<file path="src/sv/dctb_pkg.sv">
package dctb_pkg;

    // telegram layout
    localparam int FRAME_LEN = 10;
    localparam int IDX_W     = 4;

    localparam logic [IDX_W-1:0] IDX_START   = IDX_W'(0);
    localparam logic [IDX_W-1:0] IDX_ADDR    = IDX_W'(1);
    localparam logic [IDX_W-1:0] IDX_TYPE    = IDX_W'(2);
    localparam logic [IDX_W-1:0] IDX_SUBTYPE = IDX_W'(3);
    localparam logic [IDX_W-1:0] IDX_CTRL    = IDX_W'(4);
    localparam logic [IDX_W-1:0] IDX_SPD_HI  = IDX_W'(5);
    localparam logic [IDX_W-1:0] IDX_SPD_LO  = IDX_W'(6);
    localparam logic [IDX_W-1:0] IDX_POS_HI  = IDX_W'(7);
    localparam logic [IDX_W-1:0] IDX_POS_LO  = IDX_W'(8);
    localparam logic [IDX_W-1:0] IDX_CHECK   = IDX_W'(FRAME_LEN - 1);

    // fixed telegram bytes
    localparam logic [7:0] START_BYTE   = 8'h02;
    localparam logic [7:0] TYPE_BYTE    = 8'h05;
    localparam logic [7:0] SUBTYPE_BYTE = 8'h1D;
    localparam logic [7:0] CTRL_ENABLED = 8'h06;
    localparam logic [7:0] CTRL_OTHER   = 8'h01;
    localparam logic [7:0] ENABLE_CODE  = 8'h01;

    // position and speed limits
    localparam logic [7:0]  POS_MAX       = 8'd180;
    localparam logic [7:0]  SPEED_IDX_MAX = 8'd6;
    localparam logic [15:0] SPEED_STEP    = 16'd5000;

    // default depth of the command queue
    localparam int QUEUE_DEPTH_DEF = 2;

    // one classified command, ready to be serialized
    typedef struct packed {
        logic [7:0]  addr;
        logic [7:0]  ctrl;
        logic [15:0] speed;
        logic [7:0]  pos;
        logic [7:0]  check;
    } t_cmd;

endpackage

</file>
<file path="src/sv/dctb_front.sv">
module dctb_front
    import dctb_pkg::*;
(
    input  logic       i_clk,
    input  logic       i_rst_n,
    input  logic       i_valid,
    output logic       o_stall,
    input  logic [7:0] i_drive_address,
    input  logic [7:0] i_enable_code,
    input  logic [7:0] i_hundreds_digit,
    input  logic [7:0] i_tens_digit,
    input  logic [7:0] i_units_digit,
    input  logic [7:0] i_speed_index,
    output logic       o_valid,
    input  logic       i_stall,
    output t_cmd       o_cmd
);

    logic        r_valid;
    t_cmd        r_cmd;
    t_cmd        n_cmd;
    logic [14:0] pos_sum;
    logic [7:0]  si_clamped;
    logic        load;

    // weighted digit sum, full width (at most 28305)
    assign pos_sum = ({7'd0, i_hundreds_digit} * 15'd100)
                   + ({7'd0, i_tens_digit} * 15'd10)
                   + {7'd0, i_units_digit};

    assign si_clamped = (i_speed_index > SPEED_IDX_MAX) ? SPEED_IDX_MAX : i_speed_index;

    // classify the command and precompute the check byte
    always_comb begin
        n_cmd.addr  = i_drive_address;
        n_cmd.ctrl  = (i_enable_code == ENABLE_CODE) ? CTRL_ENABLED : CTRL_OTHER;
        n_cmd.speed = {8'd0, si_clamped} * SPEED_STEP;
        n_cmd.pos   = (pos_sum > {7'd0, POS_MAX}) ? POS_MAX : pos_sum[7:0];
        n_cmd.check = START_BYTE ^ TYPE_BYTE ^ SUBTYPE_BYTE ^ n_cmd.addr ^ n_cmd.ctrl
                    ^ n_cmd.speed[15:8] ^ n_cmd.speed[7:0]
                    ^ {4'd0, n_cmd.pos[7:4]} ^ {n_cmd.pos[3:0], 4'd0};
    end

    // one pipeline stage toward the queue
    assign o_stall = r_valid && i_stall;
    assign load    = i_valid && !o_stall;

    always_ff @(posedge i_clk) begin
        if (!i_rst_n) begin
            r_valid <= 1'b0;
        end else if (!o_stall) begin
            r_valid <= i_valid;
        end
    end

    always_ff @(posedge i_clk) begin
        if (load) begin
            r_cmd <= n_cmd;
        end
    end

    assign o_valid = r_valid;
    assign o_cmd   = r_cmd;

endmodule

</file>
<file path="src/sv/dctb_queue.sv">
module dctb_queue
    import dctb_pkg::*;
#(
    parameter int DEPTH = QUEUE_DEPTH_DEF
)(
    input  logic i_clk,
    input  logic i_rst_n,
    input  logic i_valid,
    output logic o_stall,
    input  t_cmd i_cmd,
    output logic o_valid,
    input  logic i_pop,
    output t_cmd o_cmd
);

    localparam int PTR_W = (DEPTH > 1) ? $clog2(DEPTH) : 1;
    localparam int CNT_W = $clog2(DEPTH + 1);

    t_cmd             r_mem [DEPTH];
    logic [PTR_W-1:0] r_wr_ptr;
    logic [PTR_W-1:0] r_rd_ptr;
    logic [CNT_W-1:0] r_count;
    logic             push;
    logic             pop;

    assign o_stall = (r_count == CNT_W'(DEPTH));
    assign o_valid = (r_count != '0);
    assign push    = i_valid && !o_stall;
    assign pop     = i_pop && o_valid;

    function automatic logic [PTR_W-1:0] next_ptr(input logic [PTR_W-1:0] p);
        next_ptr = (p == PTR_W'(DEPTH - 1)) ? '0 : p + PTR_W'(1);
    endfunction

    // pointers and fill count
    always_ff @(posedge i_clk) begin
        if (!i_rst_n) begin
            r_wr_ptr <= '0;
            r_rd_ptr <= '0;
            r_count  <= '0;
        end else begin
            if (push) begin
                r_wr_ptr <= next_ptr(r_wr_ptr);
            end
            if (pop) begin
                r_rd_ptr <= next_ptr(r_rd_ptr);
            end
            if (push && !pop) begin
                r_count <= r_count + CNT_W'(1);
            end else if (pop && !push) begin
                r_count <= r_count - CNT_W'(1);
            end
        end
    end

    // storage
    always_ff @(posedge i_clk) begin
        if (push) begin
            r_mem[r_wr_ptr] <= i_cmd;
        end
    end

    assign o_cmd = r_mem[r_rd_ptr];

endmodule

</file>
<file path="src/sv/dctb_back.sv">
module dctb_back
    import dctb_pkg::*;
(
    input  logic       i_clk,
    input  logic       i_rst_n,
    input  logic       i_valid,
    input  t_cmd       i_cmd,
    output logic       o_pop,
    output logic       o_valid,
    input  logic       i_stall,
    output logic [7:0] o_frame_byte,
    output logic       o_last_byte
);

    logic             r_valid;
    logic [7:0]       r_byte;
    logic             r_last;
    logic [IDX_W-1:0] r_idx;
    logic [7:0]       n_byte;
    logic             advance;

    // output register free to take the next beat
    assign advance = i_valid && (!r_valid || !i_stall);
    assign o_pop   = advance && (r_idx == IDX_CHECK);

    // pick the telegram byte at the current position
    always_comb begin
        unique case (r_idx)
            IDX_START:   n_byte = START_BYTE;
            IDX_ADDR:    n_byte = i_cmd.addr;
            IDX_TYPE:    n_byte = TYPE_BYTE;
            IDX_SUBTYPE: n_byte = SUBTYPE_BYTE;
            IDX_CTRL:    n_byte = i_cmd.ctrl;
            IDX_SPD_HI:  n_byte = i_cmd.speed[15:8];
            IDX_SPD_LO:  n_byte = i_cmd.speed[7:0];
            IDX_POS_HI:  n_byte = {4'd0, i_cmd.pos[7:4]};
            IDX_POS_LO:  n_byte = {i_cmd.pos[3:0], 4'd0};
            IDX_CHECK:   n_byte = i_cmd.check;
            default:     n_byte = i_cmd.check;
        endcase
    end

    // byte counter and output valid
    always_ff @(posedge i_clk) begin
        if (!i_rst_n) begin
            r_valid <= 1'b0;
            r_idx   <= '0;
        end else begin
            if (advance) begin
                r_valid <= 1'b1;
                r_idx   <= (r_idx == IDX_CHECK) ? '0 : r_idx + IDX_W'(1);
            end else if (!i_stall) begin
                r_valid <= 1'b0;
            end
        end
    end

    always_ff @(posedge i_clk) begin
        if (advance) begin
            r_byte <= n_byte;
            r_last <= (r_idx == IDX_CHECK);
        end
    end

    assign o_valid      = r_valid;
    assign o_frame_byte = r_byte;
    assign o_last_byte  = r_last;

    // counter never runs past the check byte
    a_idx_range: assert property (@(posedge i_clk) disable iff (!i_rst_n)
        r_idx <= IDX_CHECK)
        else $error("byte counter out of range");

    // a check byte on the output means the counter has wrapped
    a_last_wrap: assert property (@(posedge i_clk) disable iff (!i_rst_n)
        (r_valid && r_last) |-> (r_idx == IDX_START))
        else $error("counter not wrapped after check byte");

    // a non-final byte on the output leaves the counter mid-frame
    a_mid_frame: assert property (@(posedge i_clk) disable iff (!i_rst_n)
        (r_valid && !r_last) |-> (r_idx != IDX_START))
        else $error("counter wrapped before check byte");

    // a frame is released from the queue only together with its check byte
    a_pop_last: assert property (@(posedge i_clk) disable iff (!i_rst_n)
        o_pop |=> (r_valid && r_last))
        else $error("queue pop without check byte");

endmodule

</file>
<file path="src/sv/drive_command_telegram_builder_core.sv">
// Drive command telegram builder.
// Input channel: one beat per drive command (address, enable code, three
// position digits, speed index), handshake i_valid / o_stall.
// Output channel: ten beats per command, one telegram byte each, in
// transmission order; o_last_byte marks the tenth beat, the XOR check byte.
// Handshake o_valid / i_stall.
// A command beat that is taken passes the classify stage, then the queue,
// then the output register, where its first byte appears.
// The byte serializer sends one byte per cycle while the receiver does not
// stall and the queue holds a command; the classify stage and the command
// queue take new commands while earlier telegrams are still being sent.
// Reset (synchronous, active low) empties the pipeline and the queue and
// restarts the byte counter; no telegram is in flight afterwards.
// When the receiver stalls, the current byte holds; the queue then fills and
// o_stall rises once the queue and the classify stage are both occupied.
module drive_command_telegram_builder_core
    import dctb_pkg::*;
#(
    parameter int QUEUE_DEPTH = QUEUE_DEPTH_DEF
)(
    input  logic       i_clk,
    input  logic       i_rst_n,
    input  logic       i_valid,
    output logic       o_stall,
    input  logic [7:0] i_drive_address,
    input  logic [7:0] i_enable_code,
    input  logic [7:0] i_hundreds_digit,
    input  logic [7:0] i_tens_digit,
    input  logic [7:0] i_units_digit,
    input  logic [7:0] i_speed_index,
    output logic       o_valid,
    input  logic       i_stall,
    output logic [7:0] o_frame_byte,
    output logic       o_last_byte
);

    logic front_valid;
    logic queue_stall;
    t_cmd front_cmd;
    logic queue_valid;
    logic queue_pop;
    t_cmd queue_cmd;

    // classify commands
    dctb_front u_front (
        .i_clk            (i_clk),
        .i_rst_n          (i_rst_n),
        .i_valid          (i_valid),
        .o_stall          (o_stall),
        .i_drive_address  (i_drive_address),
        .i_enable_code    (i_enable_code),
        .i_hundreds_digit (i_hundreds_digit),
        .i_tens_digit     (i_tens_digit),
        .i_units_digit    (i_units_digit),
        .i_speed_index    (i_speed_index),
        .o_valid          (front_valid),
        .i_stall          (queue_stall),
        .o_cmd            (front_cmd)
    );

    // decouple front and serializer
    dctb_queue #(
        .DEPTH (QUEUE_DEPTH)
    ) u_queue (
        .i_clk   (i_clk),
        .i_rst_n (i_rst_n),
        .i_valid (front_valid),
        .o_stall (queue_stall),
        .i_cmd   (front_cmd),
        .o_valid (queue_valid),
        .i_pop   (queue_pop),
        .o_cmd   (queue_cmd)
    );

    // serialize telegram bytes
    dctb_back u_back (
        .i_clk        (i_clk),
        .i_rst_n      (i_rst_n),
        .i_valid      (queue_valid),
        .i_cmd        (queue_cmd),
        .o_pop        (queue_pop),
        .o_valid      (o_valid),
        .i_stall      (i_stall),
        .o_frame_byte (o_frame_byte),
        .o_last_byte  (o_last_byte)
    );

endmodule
</file>
<file path="config.mk">
export PLATFORM = sky130hd
export DESIGN_NAME = drive_command_telegram_builder_core
export DESIGN_NICKNAME = d
export VERILOG_FILES = /design/src/sv/dctb_pkg.sv /design/src/sv/dctb_front.sv /design/src/sv/dctb_queue.sv /design/src/sv/dctb_back.sv /design/src/sv/drive_command_telegram_builder_core.sv
export SDC_FILE = /design/constraint.sdc
export NUM_CORES = 1
export LEC_CHECK = 0
export ABC_AREA = 0
export BUFFER_PORTS_ARGS = -buffer_cell sky130_fd_sc_hd__buf_2
export CORE_UTILIZATION = 55
export CTS_BUF_LIST = sky130_fd_sc_hd__clkbuf_16
export DETAILED_ROUTE_END_ITERATION = 16
export GPL_TIMING_DRIVEN = 0
export HOLD_SLACK_MARGIN = 0.02
export PLACE_DENSITY_LB_ADDON = 0.12
export SETUP_SLACK_MARGIN = 0.2
export SYNTH_ARGS = -nofsm -noshare
export SYNTH_HDL_FRONTEND = slang
export SYNTH_SLANG_ARGS = --single-unit
</file>
<file path="constraint.sdc">
create_clock -name i_clk -period 4.8 [get_ports i_clk]
set_input_delay 0.48 -clock i_clk [delete_from_list [all_inputs] [get_ports i_clk]]
set_output_delay 0.48 -clock i_clk [all_outputs]
set_load 0.05 [all_outputs]
</file>
==> report_table.html <==
<table>
<tr><th>Metric</th><th>Value</th></tr>
<tr><th colspan="2">Run status</th></tr>
<tr><td>Status</td><td>completed</td></tr>
<tr><th colspan="2">Timing</th></tr>
<tr><td>Clock period minus final worst setup slack</td><td>between 4 and 5 ns</td></tr>
<tr><td>Part of the cycle the worst path needs</td><td>between 90% and 100%</td></tr>
<tr><td>Achievable frequency</td><td>0.223 GHz</td></tr>
<tr><td>Worst-case headroom to the max-slew limit</td><td>a little over a fifth</td></tr>
<tr><td>Final clock skew</td><td>roughly 0.0095 ns</td></tr>
<tr><td>Unrepaired setup endpoints after global routing</td><td>true</td></tr>
<tr><td>Final number of setup-violating endpoints</td><td>0</td></tr>
<tr><td>Max-slew violation total from the final report</td><td>0</td></tr>
<tr><td>Tightest Pin Transition</td><td>1.18 ns</td></tr>
<tr><td>Hold violation total from the final report</td><td>0</td></tr>
<tr><th colspan="2">Critical path</th></tr>
<tr><td>Stage delay of the slowest cell on the critical path</td><td>around 0.55 ns</td></tr>
<tr><td>Family with the most delay on the worst path</td><td>adder cells</td></tr>
<tr><td>Slowest stage cell, crit path</td><td>sky130_fd_sc_hd__fa_2</td></tr>
<tr><td>Crit path cell chain</td><td>buf_2 -&gt; ha_1 -&gt; ha_1 -&gt; ha_4 -&gt; fa_2 -&gt; inv_1 -&gt; fa_1 -&gt; inv_1 -&gt; ha_4 -&gt; a21oi_2 -&gt; o211ai_1 -&gt; buf_4 -&gt; a211o_1 -&gt; a222oi_1 -&gt; buf_4 -&gt; o221a_4 -&gt; nand4_1 -&gt; xnor2_2</td></tr>
<tr><td>WP buf/inv</td><td>5</td></tr>
<tr><td>Worst path required time</td><td>4.95 ns</td></tr>
<tr><td>Max FO, Critical Path</td><td>6</td></tr>
<tr><td>Worst setup SP type</td><td>input port</td></tr>
<tr><td>Critical Path Sink Type</td><td>register</td></tr>
<tr><td>Worst setup path class</td><td>in2reg</td></tr>
<tr><td>Data arrival, critical path</td><td>about 4.6 ns</td></tr>
<tr><th colspan="2">Power and ir drop</th></tr>
<tr><td>Total net switching power</td><td>1510 µW</td></tr>
<tr><td>Leak pwr</td><td>0.00391 µW</td></tr>
<tr><td>Post-layout power</td><td>around 4700 µW</td></tr>
<tr><td>Sequential share of power</td><td>33.0%</td></tr>
<tr><td>Total power per unit cell area</td><td>488 mW/mm²</td></tr>
<tr><td>Internal power consumption</td><td>~3200 µW</td></tr>
<tr><td>Net switching fraction of the power</td><td>32.2%</td></tr>
<tr><td>Worst IR Drop VDD</td><td>~0.00025 V</td></tr>
<tr><td>Share of total power in combinational logic</td><td>between 30% and 40%</td></tr>
<tr><td>Share of power burned in the clock network</td><td>~28%</td></tr>
<tr><th colspan="2">Clocking</th></tr>
<tr><td>Depth of the CTS H-tree</td><td>4</td></tr>
<tr><td>CTS max path bufs</td><td>2</td></tr>
<tr><td>Clock latency of the later-clocked register in the worst-skew pair</td><td>0.41 ns</td></tr>
<tr><td>Clock tree from TritonCTS</td><td>built</td></tr>
<tr><td>Clock Tree Root</td><td>sky130_fd_sc_hd__clkbuf_16</td></tr>
<tr><td>Clock sink total</td><td>around 140</td></tr>
<tr><td>Clock transition at the registers of the reported paths</td><td>0.06 ns</td></tr>
<tr><td>Cts hold-fix bufs</td><td>0</td></tr>
<tr><td>Number of buffers created by CTS</td><td>17</td></tr>
<tr><th colspan="2">Routing</th></tr>
<tr><td>Overall routed net length</td><td>around 15000 µm</td></tr>
<tr><td>Initial DRC Count</td><td>288</td></tr>
<tr><td>Total length of routed met2 wires</td><td>7690 µm</td></tr>
<tr><td>Initial DRT Pass Iterations</td><td>5</td></tr>
<tr><td>Top routing layer in use</td><td>met4</td></tr>
<tr><td>Number of nets with antenna violations after detailed routing</td><td>0</td></tr>
<tr><td>Drt wl/cell</td><td>~16 µm</td></tr>
<tr><td>Met3 WL</td><td>approximately 600 µm</td></tr>
<tr><td>Vias per cell</td><td>about 5.4</td></tr>
<tr><td>Count of vias placed by the detailed router</td><td>just over 5k</td></tr>
<tr><td># DRC</td><td>0</td></tr>
<tr><td>Wire length on met1</td><td>about 6500 µm</td></tr>
<tr><th colspan="2">Final layout</th></tr>
<tr><td>Layout cells sized above 1</td><td>roughly 20%</td></tr>
<tr><td>Cell Count, Final, Fillers Out</td><td>between 900 and 1k</td></tr>
<tr><td>Antenna diode instance count</td><td>0</td></tr>
<tr><td>Nets</td><td>approximately 900</td></tr>
<tr><td>Area growth from synthesis to layout</td><td>18.9%</td></tr>
<tr><td>Core utilization of the finished layout</td><td>68.0%</td></tr>
<tr><td>Finished layout cell area</td><td>around 0.0096 mm²</td></tr>
<tr><th colspan="2">Worst hold path</th></tr>
<tr><td>Path class of the lowest-slack min-delay path</td><td>in2reg</td></tr>
<tr><th colspan="2">Die</th></tr>
<tr><td>Core region area</td><td>between 0.01 and 0.015 mm²</td></tr>
<tr><td>Die Wd</td><td>123 µm</td></tr>
<tr><td>Number of I/O pins</td><td>63</td></tr>
<tr><td>Row count</td><td>43</td></tr>
<tr><td>Overall die height</td><td>123 µm</td></tr>
<tr><td>Full die area</td><td>0.0151 mm²</td></tr>
<tr><td>Starting density of the core</td><td>between 50% and 60%</td></tr>
<tr><th colspan="2">Yosys</th></tr>
<tr><td>Leading register cell type out of synthesis</td><td>sky130_fd_sc_hd__edfxtp_1</td></tr>
<tr><td>Cell accounting for the most synthesized area</td><td>sky130_fd_sc_hd__edfxtp_1</td></tr>
<tr><td>Number of synthesized register bits</td><td>137</td></tr>
<tr><td>Count of distinct cell types in the synthesized netlist</td><td>65</td></tr>
<tr><td>Syn avg cell area</td><td>about 13 µm²</td></tr>
<tr><td>Commonest cells in the netlist</td><td>sky130_fd_sc_hd__edfxtp_1 (126), sky130_fd_sc_hd__ha_1 (82), sky130_fd_sc_hd__inv_1 (73)</td></tr>
<tr><td>Ranking of synthesized cells by area</td><td>sky130_fd_sc_hd__edfxtp_1 (47%), sky130_fd_sc_hd__ha_1 (13%), sky130_fd_sc_hd__fa_1 (5.7%)</td></tr>
<tr><td>Syn Std Cell Area</td><td>roughly 0.008 mm²</td></tr>
<tr><td>Fraction of post-synthesis cell area in the top cell type by area</td><td>between 40 and 50%</td></tr>
<tr><td>Number of synthesized flops with an enable pin</td><td>approximately 130</td></tr>
<tr><td>Proportion of synthesized flip-flops having asynchronous set or reset</td><td>0%</td></tr>
<tr><td>Total number of yosys warnings</td><td>0</td></tr>
<tr><td>Gate Count Post-Synth</td><td>between 600 and 700</td></tr>
<tr><td>Sequential-to-total area share from yosys stat</td><td>49.7%</td></tr>
<tr><td>Cell with the most instances after synthesis</td><td>sky130_fd_sc_hd__edfxtp_1</td></tr>
<tr><th colspan="2">Global route</th></tr>
<tr><td>Via count of the first global-routing pass</td><td>5153</td></tr>
<tr><td>Wire length of the first global-routing pass</td><td>around 24000 µm</td></tr>
<tr><td>Initial antenna violation count</td><td>0</td></tr>
<tr><td>Aggregate global-route resource usage</td><td>21.2%</td></tr>
<tr><td>Maximum number of pins on one net before global-route repair</td><td>40</td></tr>
<tr><td>Overflow left after global routing</td><td>0</td></tr>
<tr><th colspan="2">Placement</th></tr>
<tr><td>Number of cells in the design after placement</td><td>902</td></tr>
<tr><td>RePlAce Congestion</td><td>approximately 0.87</td></tr>
<tr><td>Cell area after placement</td><td>slightly below 0.009 mm²</td></tr>
<tr><td>Post-DP HPWL</td><td>between 10000 and 15000 µm</td></tr>
<tr><td>Number of buffers added on ports</td><td>62</td></tr>
<tr><th colspan="2">Flow run</th></tr>
<tr><td>Max-cap violations</td><td>0</td></tr>
</table>
-- kinds of logic (layout without fill, tap and decap cells) --
kind of cell               Yosys count  count (layout)  share of synthesized area, %
buffers and inverters               86             194                          4.01
muxes                               26              26                          3.71
adders and majority gates          105             105                          18.5
AOI/OAI and AO/OA                  115             115                          10.2
other                                2              20                        0.0932
DFF                                137             137                          49.7
and+or+nand+nor                    112             112                          7.42
xor gates and xnor gates            57              57                          6.46
-- power by group through the flow --
stage               logic, µW  registers [µW]  clock network (µW)
floorplan                1240            1580                   0
global placement         1520            1560                   0
detailed placement       1570            1570                   0
CTS                      1650            1540                1350
global route             1990            1550                1400
finish                   1800            1540                1330
-- repair_timing --
item                       CTS  global route
gates resized for setup      1            18
gates cloned                 0             1
buffers inserted             4             7
pin swaps                    6            19
setup endpoints to repair    5            16
-- cell usage in the layout (no fill, tap or decap), types with 5 or more instances in the layout --
cell,n
sky130_fd_sc_hd__o211ai_1,5
sky130_fd_sc_hd__inv_1,72
sky130_fd_sc_hd__a21oi_2,5
sky130_fd_sc_hd__a21o_1,8
sky130_fd_sc_hd__xor2_1,14
sky130_fd_sc_hd__buf_2,63
sky130_fd_sc_hd__mux2_2,11
sky130_fd_sc_hd__o21a_1,6
sky130_fd_sc_hd__mux2i_1,13
sky130_fd_sc_hd__nand2_1,16
sky130_fd_sc_hd__dfxtp_1,11
sky130_fd_sc_hd__nor2b_1,13
sky130_fd_sc_hd__clkbuf_16,17
sky130_fd_sc_hd__ha_4,6
sky130_fd_sc_hd__clkbuf_1,11
sky130_fd_sc_hd__inv_6,7
sky130_fd_sc_hd__ha_1,75
sky130_fd_sc_hd__o21bai_1,6
sky130_fd_sc_hd__nand4_1,6
sky130_fd_sc_hd__nand3_1,5
sky130_fd_sc_hd__conb_1,20
sky130_fd_sc_hd__a22oi_1,6
sky130_fd_sc_hd__nor3_1,7
sky130_fd_sc_hd__xnor2_1,40
sky130_fd_sc_hd__nor2_1,23
sky130_fd_sc_hd__buf_4,10
sky130_fd_sc_hd__a21oi_1,31
sky130_fd_sc_hd__and2_1,12
sky130_fd_sc_hd__o21ai_0,11
sky130_fd_sc_hd__nand2b_1,5
sky130_fd_sc_hd__edfxtp_1,126
sky130_fd_sc_hd__fa_1,21
-- worst register-to-register path, cell delays in order, from the launching register on --
cell and delay (ns):
sky130_fd_sc_hd__dfxtp_1 0.40, sky130_fd_sc_hd__nor2_1 0.07, sky130_fd_sc_hd__a21oi_1 0.89, sky130_fd_sc_hd__nand2_1 0.25
sky130_fd_sc_hd__ha_1 0.42, sky130_fd_sc_hd__or3_1 0.35, sky130_fd_sc_hd__a21boi_0 0.17
-- through the flow --
step           hold WS, ns  TNS, ns  setup slack, ns
2_1_floorplan        0.421        0            0.210
3_3_place_gp         0.425    -1.80           -0.300
3_5_place_dp         0.434    -2.82           -0.372
4_1_cts              0.253        0            0.209
5_1_grt              0.256        0            0.132
6_report             0.268        0            0.317
-- per-layer routing --
layer,GRT usage [%],up-vias
met5,0,-
met4,8.28,0
met3,3.78,24
met2,37.5,124
met1,25.8,2420
li1,-,2534
-- area by class of cell --
class,count,area (µm²)
fillers,1052,4510
flip-flops and latches,137,4000
multi-input cells,435,3980
repair buffers,76,442
clock buffers,17,425
inverters,73,274
well taps,180,225
clock inverters,15,188
plain buffers,13,48.8
-- registers in the layout (all words and copies together) (netlist names), named ones only --
name,cells
u_front.o_valid,1
u_back.o_last_byte,1
u_queue.r_rd_ptr,1
u_back.o_frame_byte,8
u_back.o_valid,1
u_front.o_cmd,39
u_queue.r_count,2
u_back.r_idx,4
u_queue.r_mem,78
u_queue.r_wr_ptr,1
-- worst paths after layout --
check	start	endpoint	slack (ns)	cells past startpoint
max	i_hundreds_digit[1]	u_front.o_cmd[6]	0.32	18
min	i_drive_address[1]	u_front.o_cmd[41]	0.27	1
max reg2reg	u_queue.r_count[0]	u_queue.r_count[1]	2.17	6
min reg2reg	u_front.o_cmd[28]	u_queue.r_mem[0][25]	0.45	0
No activity file was read; power rests on OpenSTA's default activity.
